[src/design/cetc_pkg.sv]
// cetc_pkg: widths and fixed constants of the central european time converter
// no dependencies; used by cet_cest_time_conversion_core
package cetc_pkg;

  // field and internal widths
  localparam int unsigned TIME_W = 34;
  localparam int unsigned DAY_W  = 18;
  localparam int unsigned DOY_W  = 9;
  localparam int unsigned YOE_W  = 9;
  localparam int unsigned BND_W  = 36;

  localparam logic [TIME_W-1:0] TIME_MAX = {TIME_W{1'b1}};

  // seconds / 86400: drop 7 bits, then exact reciprocal of 675 (shift 37)
  localparam logic [27:0] RECIP_675   = 28'd203613265;
  // exact reciprocal of 1460 (shift 29) and 365 (shift 27) over 18-bit values
  localparam logic [18:0] RECIP_1460  = 19'd367720;
  localparam logic [18:0] RECIP_365   = 19'd367720;

  // calendar constants of the march based day count
  localparam logic [19:0] EPOCH_SHIFT = 20'd719468;
  localparam logic [19:0] ERA_DAYS4   = 20'd584388;
  localparam logic [19:0] ERA_DAYS5   = 20'd730485;
  localparam logic [19:0] ERA_DAYS6   = 20'd876582;
  localparam logic [8:0]  JAN_FIRST   = 9'd306;
  localparam logic [17:0] MAR31_OFS   = 18'd30;
  localparam logic [17:0] OCT31_OFS   = 18'd244;

  // offsets in seconds
  localparam logic [16:0] SECS_DAY    = 17'd86400;
  localparam logic [12:0] ONE_HOUR    = 13'd3600;
  localparam logic [12:0] TWO_HOURS   = 13'd7200;

endpackage

[src/design/cet_cest_time_conversion_core.sv]
// cet_cest_time_conversion_core: utc <-> central european time, eu summer rule
// depends on cetc_pkg (scoped constants)

// Takes one item per clock cycle while the output is not stalled, through ten
// register stages (day quotient, day count and day of era, era quotients, leap
// days taken out, year of era, day of year, march and october anchors, last
// sundays, switch instants, offset). Stalls ripple back stage by stage, so
// empty stages fill while the output waits and stall_o rises only when all ten
// stages hold an item. Summer time is tested on the given time as if it were
// utc in both directions; results saturate at 0 and 2^34-1.
module cet_cest_time_conversion_core (
  input  logic        clk_i,
  input  logic        rst_ni,
  input  logic        valid_i,
  output logic        stall_o,
  input  logic        opcode_i,
  input  logic [33:0] time_in_i,
  output logic        valid_o,
  input  logic        stall_i,
  output logic [33:0] time_out_o,
  output logic        summer_time_o
);

  localparam int unsigned NS = 10;

  // stage control
  logic [NS:1] v_q;
  logic [NS:1] ld;

  // item payload travelling with each stage
  logic [cetc_pkg::TIME_W-1:0] t_q [1:NS];
  logic [NS:1]                 op_q;

  // stage registers
  logic [54:0]                 p1_q;
  logic [cetc_pkg::DAY_W-1:0]  days2_q, doe2_q;
  logic [35:0]                 p2_q;
  logic [2:0]                  b3_q;
  logic                        c3_q;
  logic [cetc_pkg::DAY_W-1:0]  days3_q, doe3_q;
  logic [cetc_pkg::DAY_W-1:0]  n4_q, days4_q, doe4_q;
  logic [35:0]                 p3_q;
  logic [cetc_pkg::DAY_W-1:0]  days5_q, doe5_q;
  logic [cetc_pkg::YOE_W-1:0]  yoe6_q;
  logic [cetc_pkg::DOY_W-1:0]  doy6_q;
  logic [cetc_pkg::DAY_W-1:0]  days6_q;
  logic [cetc_pkg::DAY_W-1:0]  mar7_q, oct7_q;
  logic [cetc_pkg::DAY_W-1:0]  lsm8_q, lso8_q;
  logic [cetc_pkg::BND_W-1:0]  beg9_q, end9_q;
  logic [cetc_pkg::TIME_W-1:0] tout_q;
  logic                        summer_q;

  // next values
  logic [54:0]                 p1_d;
  logic [19:0]                 z2;
  logic [cetc_pkg::DAY_W-1:0]  days2_d, doe2_d;
  logic [35:0]                 p2_d;
  logic [2:0]                  b3_d;
  logic                        c3_d;
  logic [6:0]                  a4;
  logic [cetc_pkg::DAY_W-1:0]  n4_d;
  logic [35:0]                 p3_d;
  logic [cetc_pkg::YOE_W-1:0]  yoe6_d;
  logic [1:0]                  cent6;
  logic [cetc_pkg::DAY_W-1:0]  yb6;
  logic [cetc_pkg::DOY_W-1:0]  doy6_d;
  logic [9:0]                  yoe7;
  logic                        leap7, inc7;
  logic [18:0]                 mar1_7;
  logic [cetc_pkg::DAY_W-1:0]  mar7_d, oct7_d;
  logic [cetc_pkg::DAY_W-1:0]  lsm8_d, lso8_d;
  logic [cetc_pkg::BND_W-1:0]  beg9_d, end9_d;
  logic                        summer_d;
  logic [12:0]                 off10;
  logic [34:0]                 add10;
  logic [cetc_pkg::TIME_W-1:0] tout_d;

  // remainder modulo 7 by folding octal digits (8 = 1 mod 7)
  function automatic logic [2:0] mod7(input logic [18:0] v);
    logic [20:0] w;
    logic [5:0]  s;
    logic [3:0]  f;
    w = {2'b00, v};
    s = '0;
    for (int i = 0; i < 7; i++) begin
      s = s + 6'(w[3*i +: 3]);
    end
    f = 4'(s[5:3]) + 4'(s[2:0]);
    return (f >= 4'd7) ? 3'(f - 4'd7) : 3'(f);
  endfunction

  // stall chain: a stage loads when empty or when the next one moves
  always_comb begin
    ld[NS] = !v_q[NS] || !stall_i;
    for (int k = NS - 1; k >= 1; k--) begin
      ld[k] = !v_q[k] || ld[k+1];
    end
  end

  assign stall_o = !ld[1];

  // valid bits
  always_ff @(posedge clk_i or negedge rst_ni) begin
    if (!rst_ni) begin
      v_q <= '0;
    end else begin
      if (ld[1]) begin
        v_q[1] <= valid_i;
      end
      for (int k = 2; k <= NS; k++) begin
        if (ld[k]) begin
          v_q[k] <= v_q[k-1];
        end
      end
    end
  end

  // time and direction shift line
  always_ff @(posedge clk_i) begin
    if (ld[1]) begin
      t_q[1]  <= time_in_i;
      op_q[1] <= opcode_i;
    end
    for (int k = 2; k <= NS; k++) begin
      if (ld[k]) begin
        t_q[k]  <= t_q[k-1];
        op_q[k] <= op_q[k-1];
      end
    end
  end

  // stage 1: seconds / 128 times reciprocal of 675
  assign p1_d = 55'(time_in_i[33:7]) * 55'(cetc_pkg::RECIP_675);

  // stage 2: day count, then day of 400-year era (era is 4, 5 or 6)
  always_comb begin
    days2_d = p1_q[54:37];
    z2      = 20'(days2_d) + cetc_pkg::EPOCH_SHIFT;
    if (z2 >= cetc_pkg::ERA_DAYS6) begin
      doe2_d = cetc_pkg::DAY_W'(z2 - cetc_pkg::ERA_DAYS6);
    end else if (z2 >= cetc_pkg::ERA_DAYS5) begin
      doe2_d = cetc_pkg::DAY_W'(z2 - cetc_pkg::ERA_DAYS5);
    end else begin
      doe2_d = cetc_pkg::DAY_W'(z2 - cetc_pkg::ERA_DAYS4);
    end
  end

  // stage 3: doe / 1460 by reciprocal, doe / 36524 and doe / 146096 by compare
  always_comb begin
    p2_d = 36'(doe2_q) * 36'(cetc_pkg::RECIP_1460);
    if (doe2_q >= 18'd146096) begin
      b3_d = 3'd4;
    end else if (doe2_q >= 18'd109572) begin
      b3_d = 3'd3;
    end else if (doe2_q >= 18'd73048) begin
      b3_d = 3'd2;
    end else if (doe2_q >= 18'd36524) begin
      b3_d = 3'd1;
    end else begin
      b3_d = 3'd0;
    end
    c3_d = (doe2_q == 18'd146096);
  end

  // stage 4: day of era with leap days taken out
  always_comb begin
    a4   = p2_q[35:29];
    n4_d = doe3_q - 18'(a4) + 18'(b3_q) - 18'(c3_q);
  end

  // stage 5: year of era by reciprocal of 365
  assign p3_d = 36'(n4_q) * 36'(cetc_pkg::RECIP_365);

  // stage 6: day of the march based year
  always_comb begin
    yoe6_d = p3_q[35:27];
    if (yoe6_d >= 9'd300) begin
      cent6 = 2'd3;
    end else if (yoe6_d >= 9'd200) begin
      cent6 = 2'd2;
    end else if (yoe6_d >= 9'd100) begin
      cent6 = 2'd1;
    end else begin
      cent6 = 2'd0;
    end
    yb6    = 18'(yoe6_d) * 18'd365 + 18'(yoe6_d[8:2]) - 18'(cent6);
    doy6_d = cetc_pkg::DOY_W'(doe5_q - yb6);
  end

  // stage 7: march 1 of the civil year, then march 31 and october 31
  always_comb begin
    yoe7   = 10'(yoe6_q) + 10'd1;
    leap7  = (yoe7[1:0] == 2'b00) &&
             !(yoe7 == 10'd100 || yoe7 == 10'd200 || yoe7 == 10'd300);
    inc7   = (doy6_q >= cetc_pkg::JAN_FIRST);
    mar1_7 = 19'(days6_q) + (inc7 ? (19'd365 + 19'(leap7)) : 19'd0) - 19'(doy6_q);
    mar7_d = cetc_pkg::DAY_W'(mar1_7) + cetc_pkg::MAR31_OFS;
    oct7_d = cetc_pkg::DAY_W'(mar1_7) + cetc_pkg::OCT31_OFS;
  end

  // stage 8: last sunday on or before each anchor day
  assign lsm8_d = mar7_q - 18'(mod7(19'(mar7_q) + 19'd4));
  assign lso8_d = oct7_q - 18'(mod7(19'(oct7_q) + 19'd4));

  // stage 9: switch instants at 01:00 utc
  assign beg9_d = 36'(lsm8_q) * 36'(cetc_pkg::SECS_DAY) + 36'(cetc_pkg::ONE_HOUR);
  assign end9_d = 36'(lso8_q) * 36'(cetc_pkg::SECS_DAY) + 36'(cetc_pkg::ONE_HOUR);

  // stage 10: summer test, offset and saturation
  always_comb begin
    summer_d = (36'(t_q[9]) >= beg9_q) && (36'(t_q[9]) < end9_q);
    off10    = summer_d ? cetc_pkg::TWO_HOURS : cetc_pkg::ONE_HOUR;
    add10    = 35'(t_q[9]) + 35'(off10);
    if (!op_q[9]) begin
      tout_d = add10[34] ? cetc_pkg::TIME_MAX : add10[33:0];
    end else begin
      tout_d = (t_q[9] >= 34'(off10)) ? (t_q[9] - 34'(off10)) : '0;
    end
  end

  // stage registers
  always_ff @(posedge clk_i) begin
    if (ld[1]) begin
      p1_q <= p1_d;
    end
    if (ld[2]) begin
      days2_q <= days2_d;
      doe2_q  <= doe2_d;
    end
    if (ld[3]) begin
      p2_q    <= p2_d;
      b3_q    <= b3_d;
      c3_q    <= c3_d;
      days3_q <= days2_q;
      doe3_q  <= doe2_q;
    end
    if (ld[4]) begin
      n4_q    <= n4_d;
      days4_q <= days3_q;
      doe4_q  <= doe3_q;
    end
    if (ld[5]) begin
      p3_q    <= p3_d;
      days5_q <= days4_q;
      doe5_q  <= doe4_q;
    end
    if (ld[6]) begin
      yoe6_q  <= yoe6_d;
      doy6_q  <= doy6_d;
      days6_q <= days5_q;
    end
    if (ld[7]) begin
      mar7_q <= mar7_d;
      oct7_q <= oct7_d;
    end
    if (ld[8]) begin
      lsm8_q <= lsm8_d;
      lso8_q <= lso8_d;
    end
    if (ld[9]) begin
      beg9_q <= beg9_d;
      end9_q <= end9_d;
    end
    if (ld[10]) begin
      tout_q   <= tout_d;
      summer_q <= summer_d;
    end
  end

  // outputs
  assign valid_o       = v_q[NS];
  assign time_out_o    = tout_q;
  assign summer_time_o = summer_q;

  // checks
  a_stall_only_full: assert property (@(posedge clk_i) disable iff (!rst_ni)
    stall_o |-> (&v_q))
    else $error("input stalled with an empty stage");

  a_year_ranges: assert property (@(posedge clk_i) disable iff (!rst_ni)
    v_q[6] |-> (yoe6_q < 9'd400) && (doy6_q < 9'd366))
    else $error("year of era or day of year out of range");

  a_sunday_order: assert property (@(posedge clk_i) disable iff (!rst_ni)
    v_q[8] |-> (lso8_q > lsm8_q))
    else $error("october switch not after march switch");

  a_summer_offset: assert property (@(posedge clk_i) disable iff (!rst_ni)
    (valid_o && !op_q[NS] && summer_time_o &&
     t_q[NS] < (cetc_pkg::TIME_MAX - 34'(cetc_pkg::TWO_HOURS)))
    |-> (time_out_o == t_q[NS] + 34'(cetc_pkg::TWO_HOURS)))
    else $error("summer item without two hour offset");

endmodule

[config.mk]
export PLATFORM = sky130hd
export DESIGN_NAME = cet_cest_time_conversion_core
export DESIGN_NICKNAME = d
export VERILOG_FILES = /design/src/design/cetc_pkg.sv /design/src/design/cet_cest_time_conversion_core.sv
export SDC_FILE = /design/constraint.sdc
export NUM_CORES = 2
export LEC_CHECK = 0
export BUFFER_PORTS_ARGS = -buffer_cell sky130_fd_sc_hd__buf_2
export CORE_MARGIN = 5
export CORE_UTILIZATION = 35
export DETAILED_ROUTE_END_ITERATION = 16
export PLACE_DENSITY_LB_ADDON = 0.2
export SYNTH_ARGS = -nofsm -noshare
export SYNTH_HDL_FRONTEND = slang
export SYNTH_SLANG_ARGS = --single-unit
[constraint.sdc]
create_clock -name clk_i -period 25.2 [get_ports clk_i]
set_input_delay 7.56 -clock clk_i [delete_from_list [all_inputs] [get_ports clk_i]]
set_output_delay 7.56 -clock clk_i [all_outputs]
set_load 0.02 [all_outputs]
==> flow_metrics.env <==
export IMPL_final_common_cell="inv_1"
export IMPL_syn_inst=5129
export IMPL_core_area_um2=169800
export IMPL_cp_end_kind="primary output"
export IMPL_cts_buffer_depth=3
export IMPL_cp_startpoint="stall_i"
export IMPL_dpl_cell_count=7394
export IMPL_num_rows=151
export IMPL_max_stage_delay_ns=0.60
export IMPL_stdcell_count=7544
export IMPL_multi_input_area_um2=34500
export IMPL_drc=0
export IMPL_via_per_inst=4.772
export IMPL_finalNetCount=6833
export IMPL_synth_seq_cells=707
export IMPL_initial_core_util_pct=35.26
export IMPL_critical_path_class="in2out"
export IMPL_place_area_um2=63050
export IMPL_die_y_um=423.6
export IMPL_period_needed_ns=17.40
export IMPL_cts_made_buffers=81
export IMPL_synth_async_reset_ratio_pct=1.414
export IMPL_critPathTopFamily="simple AND/OR/NAND/NOR gates"
export IMPL_setup_tns_ns=0
export IMPL_holdPathStages=0
export IMPL_utilization_pct=38.72
export IMPL_groute_usage_overall_pct=14.56
export IMPL_cts_tree="yes"
export IMPL_die_w_um=423.6
export IMPL_cp_depth=8
export IMPL_arrival_ns=9.84
export IMPL_slew_viol_final=0
export IMPL_synth_cell_types=93
export IMPL_hpwl_um=101400
export IMPL_first_pass_iters=5
export IMPL_seq_area_frac_synth_pct=35.37
export IMPL_area_delta_synth_final_pct=9.815
export IMPL_synthFlopType="edfxtp_1"
export IMPL_cp_start_kind="primary input"
export IMPL_grt_pass1_vias=38180
export IMPL_hold_path_class="reg2reg"
export IMPL_tightest_slew_ns=1.205
export IMPL_r2r_start="mar7_q[4]"
export IMPL_clock_sinks=707
export IMPL_layout_common_cells="1,069 x inv_1, 991 x ha_1, 697 x edfxtp_1"
export IMPL_setup_viol=0
export IMPL_critPathSlowestCell="nand4_1"
export IMPL_fmax_mhz=57.46
export IMPL_drv_cap=0
export IMPL_h_tree_depth=3
export IMPL_required_ns=17.64
export IMPL_design_area_um2=65760
export IMPL_syn_area_um2=59890
export IMPL_synth_enable_flop_cells=697
export IMPL_synth_nets=6703
export IMPL_cp_num_buf_inv=3
export IMPL_seq_area_um2=21180
export IMPL_rsz0062_at_grt="no"
export IMPL_fillers=16420
export IMPL_post_cts_setup_buffer_count=0
export IMPL_finClkSkew_ns=0.03044
export IMPL_vias=36000
export IMPL_yosysWarnings=0
export IMPL_wl_per_cell_um=16.73
export IMPL_cp_cell_sequence="buf_2 > and3_1 > and3_1 > nand4_1 > nor2_1 > nand3_2 > inv_1 > buf_2"
export IMPL_max_slew_margin_pct=19.13
export IMPL_syn_area_per_cell_um2=11.68
export IMPL_root_buffer="clkbuf_16"
export IMPL_grt_max_degree=76
export IMPL_overflow=0
export IMPL_ctsResizeCount=0
export IMPL_reg2reg_depth=29
export IMPL_insertion_delay_ns=0.67
export IMPL_path_clk_slew_ns=0.06
export IMPL_final_hold_violation_count=0
export IMPL_first_iter_violations=1529
export IMPL_outcome="complete, no violations"
export IMPL_port_buffers=75
export IMPL_hold_buffers=0
export IMPL_die_area_um2=179500
export IMPL_antenna_found_initial=3
export IMPL_postRouteAntennaNets=0
export IMPL_io_pins=76
export IMPL_min_from="t_q[0][179]"
export IMPL_gp_congestion=0.8294
export IMPL_min_period_over_period_pct=69.06
export IMPL_layout_drive_gt1_share_pct=5.070
export IMPL_path_max_fanout=14
export IMPL_postRouteWirelength_um=126200
export IMPL_grt_pass1_wl_um=209900
final cells by class:
cell class | instances | area share [%]
clock inverters | 44 | 0.8390
diodes | 1 | 0.003805
multi-input cells | 3296 | 52.46
well taps | 2218 | 4.220
clock buffers | 105 | 3.280
flip-flops and latches | 707 | 32.21
repair buffers | 101 | 0.8676
inverters | 1072 | 6.122
cell families after synthesis:
family                   after synthesis  synth area share, %
adder cells (fa/ha/maj)             1535                38.89
buffers and inverters               1126                7.089
AND/OR/NAND/NOR                      825                6.914
flip-flops                           707                35.37
AO/OA/AOI/OAI                        611                6.911
XOR/XNOR                             307                4.515
multiplexers                          18               0.3134
synth_stat cells, types with 6 or more instances:
master     number  area share (%)
o211ai_1       17            0.21
edfxtp_1      697              35
or3_1          34            0.36
o31ai_1        11            0.14
and4_1          9            0.13
or2_2          10            0.10
fa_1          544              18
dfrtp_1        10            0.42
clkbuf_1       40            0.25
o21ai_0       123             1.0
a2111oi_0      10            0.15
o31a_1          9            0.13
nand2_1       183             1.1
a221o_1         6            0.10
nor3_1         93            0.78
a211oi_1       23            0.29
o21a_1         26            0.33
or4_1           9            0.11
mux2_2          6            0.11
nand4_1        45            0.47
a21boi_0       10            0.13
and2_1         18            0.19
nor2_1        176             1.1
a211o_1         8            0.12
a31oi_1        20            0.21
a21oi_1       165             1.4
a311oi_1        6           0.088
and3_1         37            0.39
nand2b_1       40            0.42
xor2_1        114             1.7
nor4_1         28            0.29
o21bai_1       17            0.21
xnor2_1       191             2.8
buf_2           8           0.067
ha_1          991              21
o311a_1        12            0.20
nand3_1        81            0.68
mux2i_1        12            0.20
inv_1        1072             6.7
nor2b_1        36            0.38
a21o_1         67            0.84
registers in the layout, indices dropped and copies added (netlist names), 10 cells and up:
| signal | flops |
|---|---|
| t_q | 302 |
| time_out_o | 34 |
| beg9_q | 29 |
| end9_q | 29 |
| p1_q | 22 |
| days2_q | 18 |
| days3_q | 18 |
| days4_q | 18 |
| days5_q | 18 |
| days6_q | 18 |
| doe2_q | 18 |
| doe3_q | 18 |
| lsm8_q | 18 |
| lso8_q | 18 |
| mar7_q | 18 |
| n4_q | 18 |
| oct7_q | 17 |
| v_q | 10 |
worst paths after layout:
kind,to,slack (ns)
min in group asynchronous,v_q[9],6.77
setup reg to reg,lsm8_q[15],17.39
max in group asynchronous,v_q[2],18.21
hold / removal,t_q[0][213],0.39
hold reg to reg,t_q[0][213],0.39
setup / recovery,stall_o,7.80
routing by layer:
layer	global-route usage, %	vias up	wire length (µm)	part of all wire (%)
met3	1.708	138	4053	3.2
li1	-	17680	-	-
met4	3.358	0	2667	2.1
met5	0	-	0	0
met2	23.94	478	58380	46
met1	20.67	17710	61110	48
stage by stage:
step,setup slack [ns],hold WS (ns)
floorplan,4.524,0.4003
global placement,7.707,0.4004
detailed placement,7.680,0.4045
CTS,7.661,0.3843
global route,7.531,0.4107
finish,7.796,0.3910
worst reg2reg max path: cells and delay by family (launching register included):
family	cells	cell delay, ns
AOI/OAI and AO/OA	1	0.15
xor gates and xnor gates	2	0.58
adders and majority gates	9	3.27
buffers and inverters	2	0.11
DFF	1	0.54
muxes	1	0.39
and+or+nand+nor	14	2.50
Power is left out: the tool's default activity adds up to more than one toggle a clock period on the data nets, which glitch-free logic cannot reach.
